File: config.mk
export PLATFORM = sky130hd
export DESIGN_NAME = first_fit_page_allocator_top
export DESIGN_NICKNAME = d
export VERILOG_FILES = /design/src/hdl/ffpa_pkg.sv /design/src/hdl/first_fit_page_allocator_top.sv
export SDC_FILE = /design/constraint.sdc
export NUM_CORES = 2
export LEC_CHECK = 0
export BUFFER_PORTS_ARGS = -buffer_cell sky130_fd_sc_hd__clkbuf_2
export CAP_MARGIN = 20
export CORE_MARGIN = 3
export CORE_UTILIZATION = 63
export CTS_CLUSTER_DIAMETER = 50
export CTS_CLUSTER_SIZE = 40
export DETAILED_ROUTE_END_ITERATION = 10
export PLACE_DENSITY = 0.78
export SLEW_MARGIN = 20
export SYNTH_ARGS = -nofsm -noshare
export SYNTH_HDL_FRONTEND = slang
export SYNTH_SLANG_ARGS = --single-unit
export TNS_END_PERCENT = 10
File: constraint.sdc
create_clock -name clk -period 8.2 [get_ports clk]
set_input_delay 0.41 -clock clk [delete_from_list [all_inputs] [get_ports clk]]
set_output_delay 0.41 -clock clk [all_outputs]
set_load 0.02 [all_outputs]
File: src/hdl/ffpa_pkg.sv
// ----------------------------------------------------------------------------
// ffpa_pkg
// Types and constants shared by the first-fit page allocator.
// ----------------------------------------------------------------------------
package ffpa_pkg;

    localparam int MAX_RUNS  = 64;
    localparam int PAGE_BITS = 20;
    localparam int LEN_BITS  = PAGE_BITS + 1;
    localparam int END_BITS  = LEN_BITS + 1;
    localparam int IDX_BITS  = $clog2(MAX_RUNS);
    localparam int CNT_BITS  = $clog2(MAX_RUNS + 1);

    localparam logic OP_FREE  = 1'b0;
    localparam logic OP_ALLOC = 1'b1;

    localparam logic [1:0] ST_OK   = 2'd0;
    localparam logic [1:0] ST_NOFIT = 2'd1;
    localparam logic [1:0] ST_FULL = 2'd2;

    typedef struct packed {
        logic                 opcode;
        logic [PAGE_BITS-1:0] start_page;
        logic [LEN_BITS-1:0]  page_count;
        logic [LEN_BITS-1:0]  min_pages;
        logic [LEN_BITS-1:0]  max_pages;
    } ffpa_in_t;

    typedef struct packed {
        logic [PAGE_BITS-1:0] granted_start;
        logic [LEN_BITS-1:0]  granted_pages;
        logic [1:0]           status;
        logic [LEN_BITS-1:0]  free_pages_total;
    } ffpa_out_t;

    typedef enum logic [3:0] {
        S_IDLE,
        S_SCAN,      // issue read of entry
        S_CHECK,     // compare entry just read
        S_DECIDE,    // act on search result
        S_WRITE,     // final write, or read for the next insert shift
        S_SHL_WR,    // shift up for insert (top down)
        S_SHR_RD,    // shift down for removal (bottom up)
        S_SHR_WR,
        S_DONE
    } ffpa_state_t;

    function automatic logic [LEN_BITS-1:0] sat_add(input logic [LEN_BITS-1:0] a,
                                                    input logic [LEN_BITS-1:0] b);
        logic [LEN_BITS:0] s;
        s = {1'b0, a} + {1'b0, b};
        return s[LEN_BITS] ? {LEN_BITS{1'b1}} : s[LEN_BITS-1:0];
    endfunction

endpackage

File: src/hdl/first_fit_page_allocator_top.sv
// ----------------------------------------------------------------------------
// first_fit_page_allocator_top
// First-fit free-run table with coalescing on free and carving on allocate.
// ----------------------------------------------------------------------------
//  Channel | Signals                         | Direction
//  --------+---------------------------------+----------
//  in      | in_valid, in_ready, in_data     | into block
//  out     | out_valid, out_ready, out_data  | out of block
//
//  One item at a time. The run table is a memory with one read port and one
//  write port and registered read data, walked by one sequencer around one
//  shared comparator. A search issues the read of each entry looked at, then
//  compares it; an insert or a removal moves the tail one entry at a time, a
//  read then a write for each. Reset clears only the state, run count and
//  total; table contents need no clear. A result holds in the output register
//  until taken; in_ready stays low until then.
// ----------------------------------------------------------------------------
module first_fit_page_allocator_top (
    input  logic                 clk,
    input  logic                 rst_n,
    input  logic                 in_valid,
    output logic                 in_ready,
    input  ffpa_pkg::ffpa_in_t   in_data,
    output logic                 out_valid,
    input  logic                 out_ready,
    output ffpa_pkg::ffpa_out_t  out_data
);
    import ffpa_pkg::*;

    // run table memory: start and length in one word
    logic [PAGE_BITS+LEN_BITS-1:0] mem [MAX_RUNS];
    logic [IDX_BITS-1:0]           rd_addr;
    logic [PAGE_BITS+LEN_BITS-1:0] rd_data_reg;
    logic                          wr_en;
    logic [IDX_BITS-1:0]           wr_addr;
    logic [PAGE_BITS+LEN_BITS-1:0] wr_data;

    always_ff @(posedge clk)
    begin
        if (wr_en)
        begin
            mem[wr_addr] <= wr_data;
        end
        rd_data_reg <= mem[rd_addr];
    end

    wire [PAGE_BITS-1:0] rd_start = rd_data_reg[PAGE_BITS+LEN_BITS-1:LEN_BITS];
    wire [LEN_BITS-1:0]  rd_len   = rd_data_reg[LEN_BITS-1:0];

    ffpa_state_t          state_reg, state_next;
    ffpa_in_t             item_reg, item_next;
    logic [CNT_BITS-1:0]  count_reg, count_next;
    logic [LEN_BITS-1:0]  total_reg, total_next;
    logic [CNT_BITS-1:0]  ptr_reg, ptr_next;       // scan / shift pointer
    logic [CNT_BITS-1:0]  pos_reg, pos_next;       // found position
    logic                 found_reg, found_next;
    logic [PAGE_BITS-1:0] cur_s_reg, cur_s_next;   // entry at pos
    logic [LEN_BITS-1:0]  cur_l_reg, cur_l_next;
    logic [PAGE_BITS-1:0] prev_s_reg, prev_s_next; // last entry passed (pos-1)
    logic [LEN_BITS-1:0]  prev_l_reg, prev_l_next;
    logic [PAGE_BITS-1:0] w_s_reg, w_s_next;       // word for final write
    logic [LEN_BITS-1:0]  w_l_reg, w_l_next;
    logic [IDX_BITS-1:0]  w_a_reg, w_a_next;
    logic                 w_en_reg, w_en_next;
    logic                 ins_reg, ins_next;       // shift up before write
    logic                 rem_reg, rem_next;       // remove entry pos after write
    ffpa_out_t            res_reg, res_next;

    // shared comparator and sequencing conditions
    logic                 hit;
    logic                 scan_end;
    logic                 zero_free;

    // decision on the search result
    logic [END_BITS-1:0]  prev_end;
    logic [END_BITS-1:0]  item_end;
    logic                 merge_lo;
    logic                 merge_hi;
    logic                 carve;
    logic [LEN_BITS-1:0]  grant;
    logic                 dec_act;
    logic                 dec_w_en;
    logic [IDX_BITS-1:0]  dec_w_a;
    logic [PAGE_BITS-1:0] dec_w_s;
    logic [LEN_BITS-1:0]  dec_w_l;
    logic                 dec_ins;
    logic                 dec_rem;
    logic [1:0]           dec_status;
    logic [PAGE_BITS-1:0] dec_gstart;
    logic [LEN_BITS-1:0]  dec_gpages;
    logic [LEN_BITS-1:0]  dec_total;

    assign scan_end  = (ptr_reg >= count_reg);
    assign zero_free = (in_data.opcode == OP_FREE) && (in_data.page_count == '0);

    // free: stop at the first start not below the new run
    // allocate: stop at the first run long enough
    always_comb
    begin
        if (item_reg.opcode == OP_FREE)
        begin
            hit = !(rd_start < item_reg.start_page);
        end
        else
        begin
            hit = !(rd_len < item_reg.min_pages);
        end
    end

    // Work out the table update and the result once the search has ended.
    // Run ends are one bit wider than a length, so they never wrap.
    always_comb
    begin
        prev_end = END_BITS'(prev_s_reg) + END_BITS'(prev_l_reg);
        item_end = END_BITS'(item_reg.start_page) + END_BITS'(item_reg.page_count);
        merge_lo = (pos_reg != '0) && (prev_end == END_BITS'(item_reg.start_page));
        merge_hi = found_reg && (item_end == END_BITS'(cur_s_reg));
        carve    = (item_reg.max_pages < cur_l_reg);
        grant    = carve ? item_reg.min_pages : cur_l_reg;

        dec_act    = 1'b0;
        dec_w_en   = 1'b0;
        dec_w_a    = pos_reg[IDX_BITS-1:0];
        dec_w_s    = cur_s_reg;
        dec_w_l    = cur_l_reg;
        dec_ins    = 1'b0;
        dec_rem    = 1'b0;
        dec_status = ST_OK;
        dec_gstart = '0;
        dec_gpages = '0;
        dec_total  = total_reg;

        if (item_reg.opcode == OP_ALLOC)
        begin
            if (!found_reg)
            begin
                dec_status = ST_NOFIT;
            end
            else
            begin
                dec_act    = 1'b1;
                dec_gstart = cur_s_reg;
                dec_gpages = grant;
                dec_total  = (total_reg > grant) ? total_reg - grant : '0;
                if (carve)
                begin
                    // carve from the front; drop the run if it empties
                    dec_w_s  = cur_s_reg + item_reg.min_pages[PAGE_BITS-1:0];
                    dec_w_l  = cur_l_reg - item_reg.min_pages;
                    dec_w_en = (cur_l_reg != item_reg.min_pages);
                    dec_rem  = (cur_l_reg == item_reg.min_pages);
                end
                else
                begin
                    dec_rem = 1'b1;
                end
            end
        end
        else if (merge_lo)
        begin
            // grow the predecessor, and swallow the follower if it touches
            dec_act   = 1'b1;
            dec_w_en  = 1'b1;
            dec_w_a   = pos_reg[IDX_BITS-1:0] - 1'b1;
            dec_w_s   = prev_s_reg;
            dec_w_l   = sat_add(prev_l_reg, item_reg.page_count);
            if (merge_hi)
            begin
                dec_w_l = sat_add(dec_w_l, cur_l_reg);
            end
            dec_rem   = merge_hi;
            dec_total = sat_add(total_reg, item_reg.page_count);
        end
        else if (merge_hi)
        begin
            dec_act   = 1'b1;
            dec_w_en  = 1'b1;
            dec_w_s   = item_reg.start_page;
            dec_w_l   = sat_add(cur_l_reg, item_reg.page_count);
            dec_total = sat_add(total_reg, item_reg.page_count);
        end
        else if (count_reg >= CNT_BITS'(MAX_RUNS))
        begin
            dec_status = ST_FULL;
        end
        else
        begin
            dec_act   = 1'b1;
            dec_w_en  = 1'b1;
            dec_w_s   = item_reg.start_page;
            dec_w_l   = item_reg.page_count;
            dec_ins   = 1'b1;
            dec_total = sat_add(total_reg, item_reg.page_count);
        end
    end

    // next state
    always_comb
    begin
        state_next = state_reg;
        case (state_reg)
            S_IDLE:
            begin
                if (in_valid)
                begin
                    state_next = zero_free ? S_DONE : S_SCAN;
                end
            end
            S_SCAN:   state_next = scan_end ? S_DECIDE : S_CHECK;
            S_CHECK:  state_next = hit ? S_DECIDE : S_SCAN;
            S_DECIDE: state_next = dec_act ? S_WRITE : S_DONE;
            S_WRITE:
            begin
                if (ins_reg && ptr_reg > pos_reg)
                begin
                    state_next = S_SHL_WR;
                end
                else if (rem_reg)
                begin
                    state_next = S_SHR_RD;
                end
                else
                begin
                    state_next = S_DONE;
                end
            end
            S_SHL_WR: state_next = S_WRITE;
            S_SHR_RD: state_next = scan_end ? S_DONE : S_SHR_WR;
            S_SHR_WR: state_next = S_SHR_RD;
            S_DONE:
            begin
                if (out_ready)
                begin
                    state_next = S_IDLE;
                end
            end
            default:  state_next = S_IDLE;
        endcase
    end

    // data path
    always_comb
    begin
        item_next   = item_reg;
        count_next  = count_reg;
        total_next  = total_reg;
        ptr_next    = ptr_reg;
        pos_next    = pos_reg;
        found_next  = found_reg;
        cur_s_next  = cur_s_reg;
        cur_l_next  = cur_l_reg;
        prev_s_next = prev_s_reg;
        prev_l_next = prev_l_reg;
        w_s_next    = w_s_reg;
        w_l_next    = w_l_reg;
        w_a_next    = w_a_reg;
        w_en_next   = w_en_reg;
        ins_next    = ins_reg;
        rem_next    = rem_reg;
        res_next    = res_reg;
        rd_addr     = ptr_reg[IDX_BITS-1:0];
        wr_en       = 1'b0;
        wr_addr     = w_a_reg;
        wr_data     = {w_s_reg, w_l_reg};
        case (state_reg)
            S_IDLE:
            begin
                if (in_valid)
                begin
                    item_next  = in_data;
                    ptr_next   = '0;
                    pos_next   = '0;
                    found_next = 1'b0;
                    res_next   = '0;
                    // zero-length free: report the total, touch nothing
                    res_next.free_pages_total = total_reg;
                end
            end
            S_SCAN:
            begin
                if (scan_end)
                begin
                    pos_next = count_reg;
                end
            end
            S_CHECK:
            begin
                if (hit)
                begin
                    found_next = 1'b1;
                    pos_next   = ptr_reg;
                    cur_s_next = rd_start;
                    cur_l_next = rd_len;
                end
                else
                begin
                    // remember the entry passed: it is the predecessor
                    prev_s_next = rd_start;
                    prev_l_next = rd_len;
                    ptr_next    = ptr_reg + 1'b1;
                end
            end
            S_DECIDE:
            begin
                w_s_next   = dec_w_s;
                w_l_next   = dec_w_l;
                w_a_next   = dec_w_a;
                w_en_next  = dec_w_en;
                ins_next   = dec_ins;
                rem_next   = dec_rem;
                ptr_next   = count_reg;
                total_next = dec_total;
                res_next.granted_start    = dec_gstart;
                res_next.granted_pages    = dec_gpages;
                res_next.status           = dec_status;
                res_next.free_pages_total = dec_total;
            end
            S_WRITE:
            begin
                if (ins_reg && ptr_reg > pos_reg)
                begin
                    // insert shift: fetch entry ptr-1
                    rd_addr = ptr_reg[IDX_BITS-1:0] - 1'b1;
                end
                else
                begin
                    wr_en = w_en_reg;
                    if (ins_reg)
                    begin
                        count_next = count_reg + 1'b1;
                        ins_next   = 1'b0;
                    end
                    if (rem_reg)
                    begin
                        ptr_next = pos_reg + 1'b1;
                    end
                end
            end
            // insert shift: entry ptr-1 moves to ptr
            S_SHL_WR:
            begin
                wr_en    = 1'b1;
                wr_addr  = ptr_reg[IDX_BITS-1:0];
                wr_data  = rd_data_reg;
                ptr_next = ptr_reg - 1'b1;
            end
            // removal shift: entry ptr moves to ptr-1
            S_SHR_RD:
            begin
                if (scan_end)
                begin
                    count_next = count_reg - 1'b1;
                end
            end
            S_SHR_WR:
            begin
                wr_en    = 1'b1;
                wr_addr  = ptr_reg[IDX_BITS-1:0] - 1'b1;
                wr_data  = rd_data_reg;
                ptr_next = ptr_reg + 1'b1;
            end
            S_DONE:
            begin
            end
            default:
            begin
            end
        endcase
    end

    assign in_ready  = (state_reg == S_IDLE);
    assign out_valid = (state_reg == S_DONE);
    assign out_data  = res_reg;

    always_ff @(posedge clk or negedge rst_n)
    begin
        if (!rst_n)
        begin
            state_reg <= S_IDLE;
            count_reg <= '0;
            total_reg <= '0;
        end
        else
        begin
            state_reg <= state_next;
            count_reg <= count_next;
            total_reg <= total_next;
        end
    end

    // payload and working registers
    always_ff @(posedge clk)
    begin
        item_reg   <= item_next;
        ptr_reg    <= ptr_next;
        pos_reg    <= pos_next;
        found_reg  <= found_next;
        cur_s_reg  <= cur_s_next;
        cur_l_reg  <= cur_l_next;
        prev_s_reg <= prev_s_next;
        prev_l_reg <= prev_l_next;
        w_s_reg    <= w_s_next;
        w_l_reg    <= w_l_next;
        w_a_reg    <= w_a_next;
        w_en_reg   <= w_en_next;
        ins_reg    <= ins_next;
        rem_reg    <= rem_next;
        res_reg    <= res_next;
    end

endmodule

# After elaboration in Yosys (flattened, before gate mapping)
# Memory sizes are Yosys's and may differ from the RTL's. A register that Yosys moved wholly into a read port is not among the register bits.
# Cells that the tools add are included.
dict set report op_classes {
  add_sub_neg 16
  order_cmp 7
  n_eq_ne 21
  n_mux 88
  bitwise 2
  reduce_logical 26
}
# op count
set op_table {}
lappend op_table {{two-way mux 21 bit} 20}
lappend op_table {{two-way mux 20 bit} 8}
lappend op_table {{one-hot mux 64 bit (2 select lines)} 1}
lappend op_table {{adder 21 x 21 -> 22 bit} 4}
lappend op_table {{two-way mux 64 bit} 1}
lappend op_table {{two-way mux 7 bit} 9}
lappend op_table {{adder 20 x 21 -> 22 bit} 2}
lappend op_table {{equality test 22 x 20 -> 1 bit} 2}
lappend op_table {{less-than comparator 21 bit} 2}
lappend op_table {{one-hot mux 7 bit (6 select lines)} 1}
lappend op_table {{subtractor 21 bit} 2}
lappend op_table {{two-way mux 41 bit} 1}
lappend op_table {{one-hot mux 4 bit (9 select lines)} 1}
lappend op_table {{two-way mux 4 bit} 7}
lappend op_table {{two-way mux 1 bit} 24}
lappend op_table {{two-way mux 6 bit} 4}
lappend op_table {{adder 7 x 1 -> 7 bit (second input constant)} 3}
lappend op_table {{equality test 21 bit} 1}
lappend op_table {{> comparator 21 bit} 1}
lappend op_table {{logical NOT 21 bit} 1}
lappend op_table {{inequality test 21 bit} 1}
lappend op_table {{one-hot mux 7 bit (3 select lines)} 1}
lappend op_table {{adder 20 bit} 1}
lappend op_table {{less-than comparator 20 bit} 1}
lappend op_table {{other kinds (28)} 61}
dict set report word_totals {
  regBits 327
  mem_bits_rw 2624
  input_bits 88
  output_inout_bits 66
  word_cells 186
  mem_count 1
}
# name words word_bits rd rd_clocked_by_memory_dff wr line_no
set mem_list {}
lappend mem_list {mem 64 41 1 1 1 first_fit_page_allocator_top.sv:31} ;# logic [PAGE_BITS+LEN_BITS-1:0] mem [MAX_RUNS];

# Logic depth before layout (Yosys ltp)
dict set report logic_depth {
  ltp_word 8
  ltp_mapped 25
  mapped_depth_nobuf 24
}

# Least setup slack after synthesis
# OpenSTA, ideal clock, no wires.
dict set report synth_path {
  path_type {reg2reg}
  startpoint {register item_reg[22] (netlist name)}
  endpoint {register prev_l_reg[0] (enable)}
  setup_time_ns 0.542
  arrival_time_ns 6.142
  t_required_ns 7.658
  setup_slack_ns 1.517
  path_stages_with_launch 13
  path_buffers 0
  path_cell_list {edfxtp_1 inv_1 ha_1 a21o_1 a21o_1 a21o_1 a21o_1 a21o_1 a211oi_1 o21ai_0 a21oi_1 a2111oi_0 nor4_1}
}
dict set report synth_between {
  elab_chain_cells 5
}
# element line_no
set synth_lines {}
lappend synth_lines {{from (decl)} first_fit_page_allocator_top.sv:51} ;# ffpa_in_t item_reg, item_next;
lappend synth_lines {{from (signal assigned)} first_fit_page_allocator_top.sv:394} ;# item_reg <= item_next;
lappend synth_lines {{less-than comparator 21 bit} first_fit_page_allocator_top.sv:106} ;# hit = !(rd_len < item_reg.min_pages);
lappend synth_lines {{logical NOT 1 bit} first_fit_page_allocator_top.sv:106}
lappend synth_lines {{two-way mux 1 bit} first_fit_page_allocator_top.sv:100} ;# if (item_reg.opcode == OP_FREE)
lappend synth_lines {{inverter 1 bit (no source line)} --}
lappend synth_lines {{AND reduction 2 bit (no source line)} --}
lappend synth_lines {{to (signal assigned)} first_fit_page_allocator_top.sv:401} ;# prev_l_reg <= prev_l_next;
lappend synth_lines {{to (decl)} first_fit_page_allocator_top.sv:60} ;# logic [LEN_BITS-1:0] prev_l_reg, prev_l_next;
# No other way between the ends.
# A chain may end at the register's enable or synchronous reset.

# Worst setup path in the final report
dict set report layout_path {
  startpoint {register item_reg[43] (netlist name)}
  endpoint {register w_l_reg[0], data pin}
}
dict set report layout_between {
  elab_chain_cells 7
}
# element line_no
set layout_lines {}
lappend layout_lines {{adder 21 x 21 -> 22 bit} ffpa_pkg.sv:51} ;# s = {1'b0, a} + {1'b0, b};
lappend layout_lines {{two-way mux 21 bit} ffpa_pkg.sv:52} ;# return s[LEN_BITS] ? {LEN_BITS{1'b1}} : s[LEN_BITS-1:0];
lappend layout_lines {{adder 21 x 21 -> 22 bit} ffpa_pkg.sv:51}
lappend layout_lines {{two-way mux 21 bit} ffpa_pkg.sv:52}
lappend layout_lines {{two-way mux 21 bit} first_fit_page_allocator_top.sv:167} ;# if (merge_hi)
lappend layout_lines {{two-way mux 21 bit (*)} first_fit_page_allocator_top.sv:159} ;# else if (merge_lo)
lappend layout_lines {{two-way mux 21 bit (*)} first_fit_page_allocator_top.sv:133} ;# if (item_reg.opcode == OP_ALLOC)
lappend layout_lines {{named net dec_w_l[0]} first_fit_page_allocator_top.sv:85} ;# logic [LEN_BITS-1:0] dec_w_l;
lappend layout_lines {{to (signal assigned)} first_fit_page_allocator_top.sv:403} ;# w_l_reg <= w_l_next;
lappend layout_lines {{to (decl)} first_fit_page_allocator_top.sv:62} ;# logic [LEN_BITS-1:0] w_l_reg, w_l_next;
# The timed path passes the listed nets; every way through them passes the cells marked *.

==> flow_metrics.tcl <==
set metrics [dict create \
    critical_path_required_ns 8.79 \
    placed_cells 9852 \
    drc 0 \
    syn_inst 7218 \
    drive_above_1_share 0.219 \
    start_util 0.637 \
    total_power_uw 52600 \
    cts.repair.resized 0 \
    cts_htree_levels 4 \
    p_leak_uw 0.0478 \
    min_period_over_period 0.889 \
    fill_cells 11900 \
    dpl.hpwl_um 217000 \
    worst-slew-pin-transition_ns 1.10 \
    arr_time_crit_path_ns 7.88 \
    tritoncts "yes" \
    grt_max_degree 105 \
    cp_max_fo 24 \
    drt_pre_antenna_iters 7 \
    grt.overflow.total 0 \
    cts_max_path_buffers 3 \
    die_width_um 457 \
    ys.flop_type "sky130_fd_sc_hd__edfxtp_1" \
    rsz_0062_raised_after_global_routing "false" \
    largest_register_ffs 2624 \
    result_of_the_run "finished, final reports clean" \
    warning_count_from_the_yosys_run 0 \
    top_level_ports 154 \
    io_buffer_count 153 \
    rows 164 \
    detailed_route_iter0_violations 10200 \
    core_box_area_um2 201000 \
    global_route.usage.met1 0.480 \
    wl_per_cell_um 34.4 \
    synth_enable_flop_cells 2919 \
    final_slew_viol_count 0 \
    grt_first_pass_wirelength_um 517000 \
    path_clk_slew_ns 0.08 \
    finalHoldViolCount 0 \
    ir_worst_vdd_v 0.000290 \
    global_route.peak_usage_layer "met2" \
    critical_setup_path_kind "register to register" \
    grtUsageTotal 0.345 \
    asyncSetResetFlopFracSynth 0.0107 \
    tritoncts.num_buffers 219 \
    start_kind "register" \
    synth.net_count 7570 \
    floorplan.die.height_um 457 \
    post_synth_instance_area_um2 128000 \
    cts.sinks 2992 \
    final_cells 10400 \
    gp_routability_congestion 1.01 \
    commonest_non_fill_non_tap_cell_in_the_layout "sky130_fd_sc_hd__edfxtp_1" \
    skew_ns 0.0958 \
    grt_use_met2 0.534 \
    mostFrequentLayoutCells "sky130_fd_sc_hd__edfxtp_1 (2,919), sky130_fd_sc_hd__mux4_2 (656), sky130_fd_sc_hd__nand2_1 (440), sky130_fd_sc_hd__ha_1 (255), sky130_fd_sc_hd__clkbuf_16 (220)" \
    cap_viol_max_count 0 \
    end_kind "register" \
    first_global_vias 72800 \
    antenna_found_initial 14 \
    fin_tns_setup_ns 0 \
    detailed_place.area_um2 133000 \
    timing.hold.worst.class "primary input to asynchronous set/reset pin" \
    ys_ff_latch 2992 \
    timing.final.setup_violations 0 \
    cellPowerDensity_nw_per_um2 370 \
    ant_nets 0 \
    synthToLayoutAreaGrowth_pct 10.9 \
    final_area_um2 142000 \
    timing.slew.headroom 0.267 \
    minimum_clock_period_after_layout_ns 7.29 \
    sequential_to_total_area_share_from_yosys_stat 0.697 \
    num_vias 72800 \
    clock-root-buffer "sky130_fd_sc_hd__clkbuf_16" \
    clk-insertion-delay-late_ns 0.92 \
    route.final.wire_length_um 357000 \
    final_net_count 7856 \
    synth.distinct_cells 88 \
    viasPerCell 7.02 \
    die-area_um2 209000 \
    max_freq_mhz 137 \
    avgSynthCellArea_um2 17.7 \
    groute.layer.met3.usage 0.0704 \
]
==> cell usage after synthesis, types with 9 or more instances <==
library cell,count,area share
sky130_fd_sc_hd__o211ai_2,10,0.00098
sky130_fd_sc_hd__buf_1,124,0.0036
sky130_fd_sc_hd__nand4_1,73,0.0036
sky130_fd_sc_hd__ha_1,255,0.025
sky130_fd_sc_hd__o21a_1,32,0.0019
sky130_fd_sc_hd__a221oi_1,13,0.00089
sky130_fd_sc_hd__fa_1,9,0.0014
sky130_fd_sc_hd__dfxtp_1,41,0.0064
sky130_fd_sc_hd__a21oi_1,182,0.0071
sky130_fd_sc_hd__and2_1,38,0.0019
sky130_fd_sc_hd__inv_1,147,0.0043
sky130_fd_sc_hd__a31oi_1,23,0.0011
sky130_fd_sc_hd__xnor2_1,125,0.0086
sky130_fd_sc_hd__o22ai_1,10,0.00049
sky130_fd_sc_hd__clkbuf_1,196,0.0057
sky130_fd_sc_hd__a21o_1,106,0.0062
sky130_fd_sc_hd__mux2i_1,214,0.017
sky130_fd_sc_hd__xor2_1,86,0.0059
sky130_fd_sc_hd__o211ai_1,194,0.011
sky130_fd_sc_hd__a211oi_1,61,0.0036
sky130_fd_sc_hd__o2111ai_1,14,0.00096
sky130_fd_sc_hd__nor2b_1,30,0.0015
sky130_fd_sc_hd__mux2_2,209,0.018
sky130_fd_sc_hd__o221ai_1,28,0.0019
sky130_fd_sc_hd__or2_2,9,0.00044
sky130_fd_sc_hd__and4_1,9,0.00062
sky130_fd_sc_hd__o31ai_1,16,0.00094
sky130_fd_sc_hd__o21bai_1,20,0.0012
sky130_fd_sc_hd__edfxtp_1,2919,0.68
sky130_fd_sc_hd__nand3_1,79,0.0031
sky130_fd_sc_hd__nor4_1,18,0.00088
sky130_fd_sc_hd__nor3_1,62,0.0024
sky130_fd_sc_hd__or3_1,17,0.00083
sky130_fd_sc_hd__buf_2,11,0.00043
sky130_fd_sc_hd__a221o_1,9,0.00070
sky130_fd_sc_hd__nand2_1,443,0.013
sky130_fd_sc_hd__nand2b_1,46,0.0022
sky130_fd_sc_hd__o21ai_0,186,0.0073
sky130_fd_sc_hd__a2111oi_0,10,0.00068
sky130_fd_sc_hd__dfrtp_1,32,0.0063
sky130_fd_sc_hd__a22oi_1,26,0.0015
sky130_fd_sc_hd__and3_1,26,0.0013
sky130_fd_sc_hd__maj3_1,12,0.00094
sky130_fd_sc_hd__nor2_1,282,0.0083
sky130_fd_sc_hd__mux4_2,656,0.12
==> where the power goes <==
group | internal, µW | switching (µW) | leakage, µW
combinational | 7710 | 12300 | 0.0169
sequential | 19500 | 1220 | 0.0271
clock | 5770 | 6060 | 0.00385
==> critical path: stages (launching register included) <==
cell and delay [ns]:
sky130_fd_sc_hd__edfxtp_1 0.58, sky130_fd_sc_hd__ha_1 0.36, sky130_fd_sc_hd__a21o_1 0.19, sky130_fd_sc_hd__a41oi_1 0.18
sky130_fd_sc_hd__o21ai_0 0.16, sky130_fd_sc_hd__o22ai_1 0.29, sky130_fd_sc_hd__o21ai_0 0.20, sky130_fd_sc_hd__a21bo_2 0.26
sky130_fd_sc_hd__a221o_1 0.35, sky130_fd_sc_hd__a221oi_2 0.25, sky130_fd_sc_hd__buf_4 0.21, sky130_fd_sc_hd__buf_4 0.29
sky130_fd_sc_hd__nand2_1 0.09, sky130_fd_sc_hd__ha_1 0.34, sky130_fd_sc_hd__o21ai_0 0.29, sky130_fd_sc_hd__a21boi_0 0.17
sky130_fd_sc_hd__a41o_1 0.29, sky130_fd_sc_hd__a21oi_1 0.20, sky130_fd_sc_hd__o21ai_0 0.21, sky130_fd_sc_hd__a32o_1 0.31
sky130_fd_sc_hd__o41ai_1 0.42, sky130_fd_sc_hd__o21bai_1 0.12, sky130_fd_sc_hd__a211o_1 0.70, sky130_fd_sc_hd__o221ai_1 0.38
sky130_fd_sc_hd__nand3_1 0.13
==> through the flow <==
step,util,hold slack (ns),worst slack [ns]
floorplan,-,0.114,1.52
global placement,0.661,0.507,1.02
detailed placement,0.662,0.491,0.986
CTS,0.706,0.174,0.965
global route,0.707,0.214,0.430
finish,0.707,0.217,0.911
==> area by class of cell <==
class | count | area (µm²) | share of cell area
flip-flops and latches | 2992 | 89300 | 0.629
clock buffers | 233 | 5550 | 0.0391
diodes | 4 | 10.0 | 0.0000705
well taps | 2656 | 3320 | 0.0234
repair buffers | 399 | 3090 | 0.0218
inverters | 148 | 557 | 0.00392
multi-input cells | 3744 | 37700 | 0.265
clock inverters | 184 | 2470 | 0.0174
==> final timing paths <==
path	cells after the start	start	endpoint	slack, ns
worst max-delay path	24	item_reg[43]$_DFFE_PP_	w_l_reg[0]$_DFFE_PP_	0.91
worst min-delay path	2	rst_n	total_reg[17]$_DFFE_PN0P_	0.22
worst max register to register	24	item_reg[43]$_DFFE_PP_	w_l_reg[0]$_DFFE_PP_	0.91
worst min register to register	0	rd_data_reg[34]$_DFF_P_	cur_s_reg[13]$_DFFE_PP_	0.53
max in group asynchronous	2	rst_n	state_reg[1]$_DFFE_PN0P_	7.37
min in group clk	2	in_data[39]	item_reg[39]$_DFFE_PP_	0.26
==> repair_timing <==
action,in CTS,in global routing
hold buffers,87,0
endpoints found under the setup margin,0,0
setup buffers,0,0
hold endpoints to repair,118,0
==> routing by layer <==
layer | share of wire | vias up | routed length, µm
met1 | 0.36 | 37000 | 130000
met4 | 0.053 | 14 | 18800
met3 | 0.11 | 925 | 40200
met5 | 0.00028 | - | 99
met2 | 0.47 | 5012 | 168000
li1 | - | 29800 | -
==> cells by family (layout without fill, tap and decap cells) <==
kind of cell / count (synthesis) / count (layout) / share of synthesized area
AOI/OAI and AO/OA: 1011 / 1011 / 0.0537
xor gates and xnor gates: 212 / 212 / 0.0146
adders and majority gates: 276 / 276 / 0.0273
buffers and inverters: 482 / 964 / 0.0144
DFF: 2992 / 2992 / 0.697
muxes: 1079 / 1079 / 0.151
other: 0 / 4 / 0
and+or+nand+nor: 1166 / 1166 / 0.0423
Note: power is estimated with default switching activity, not from simulation.
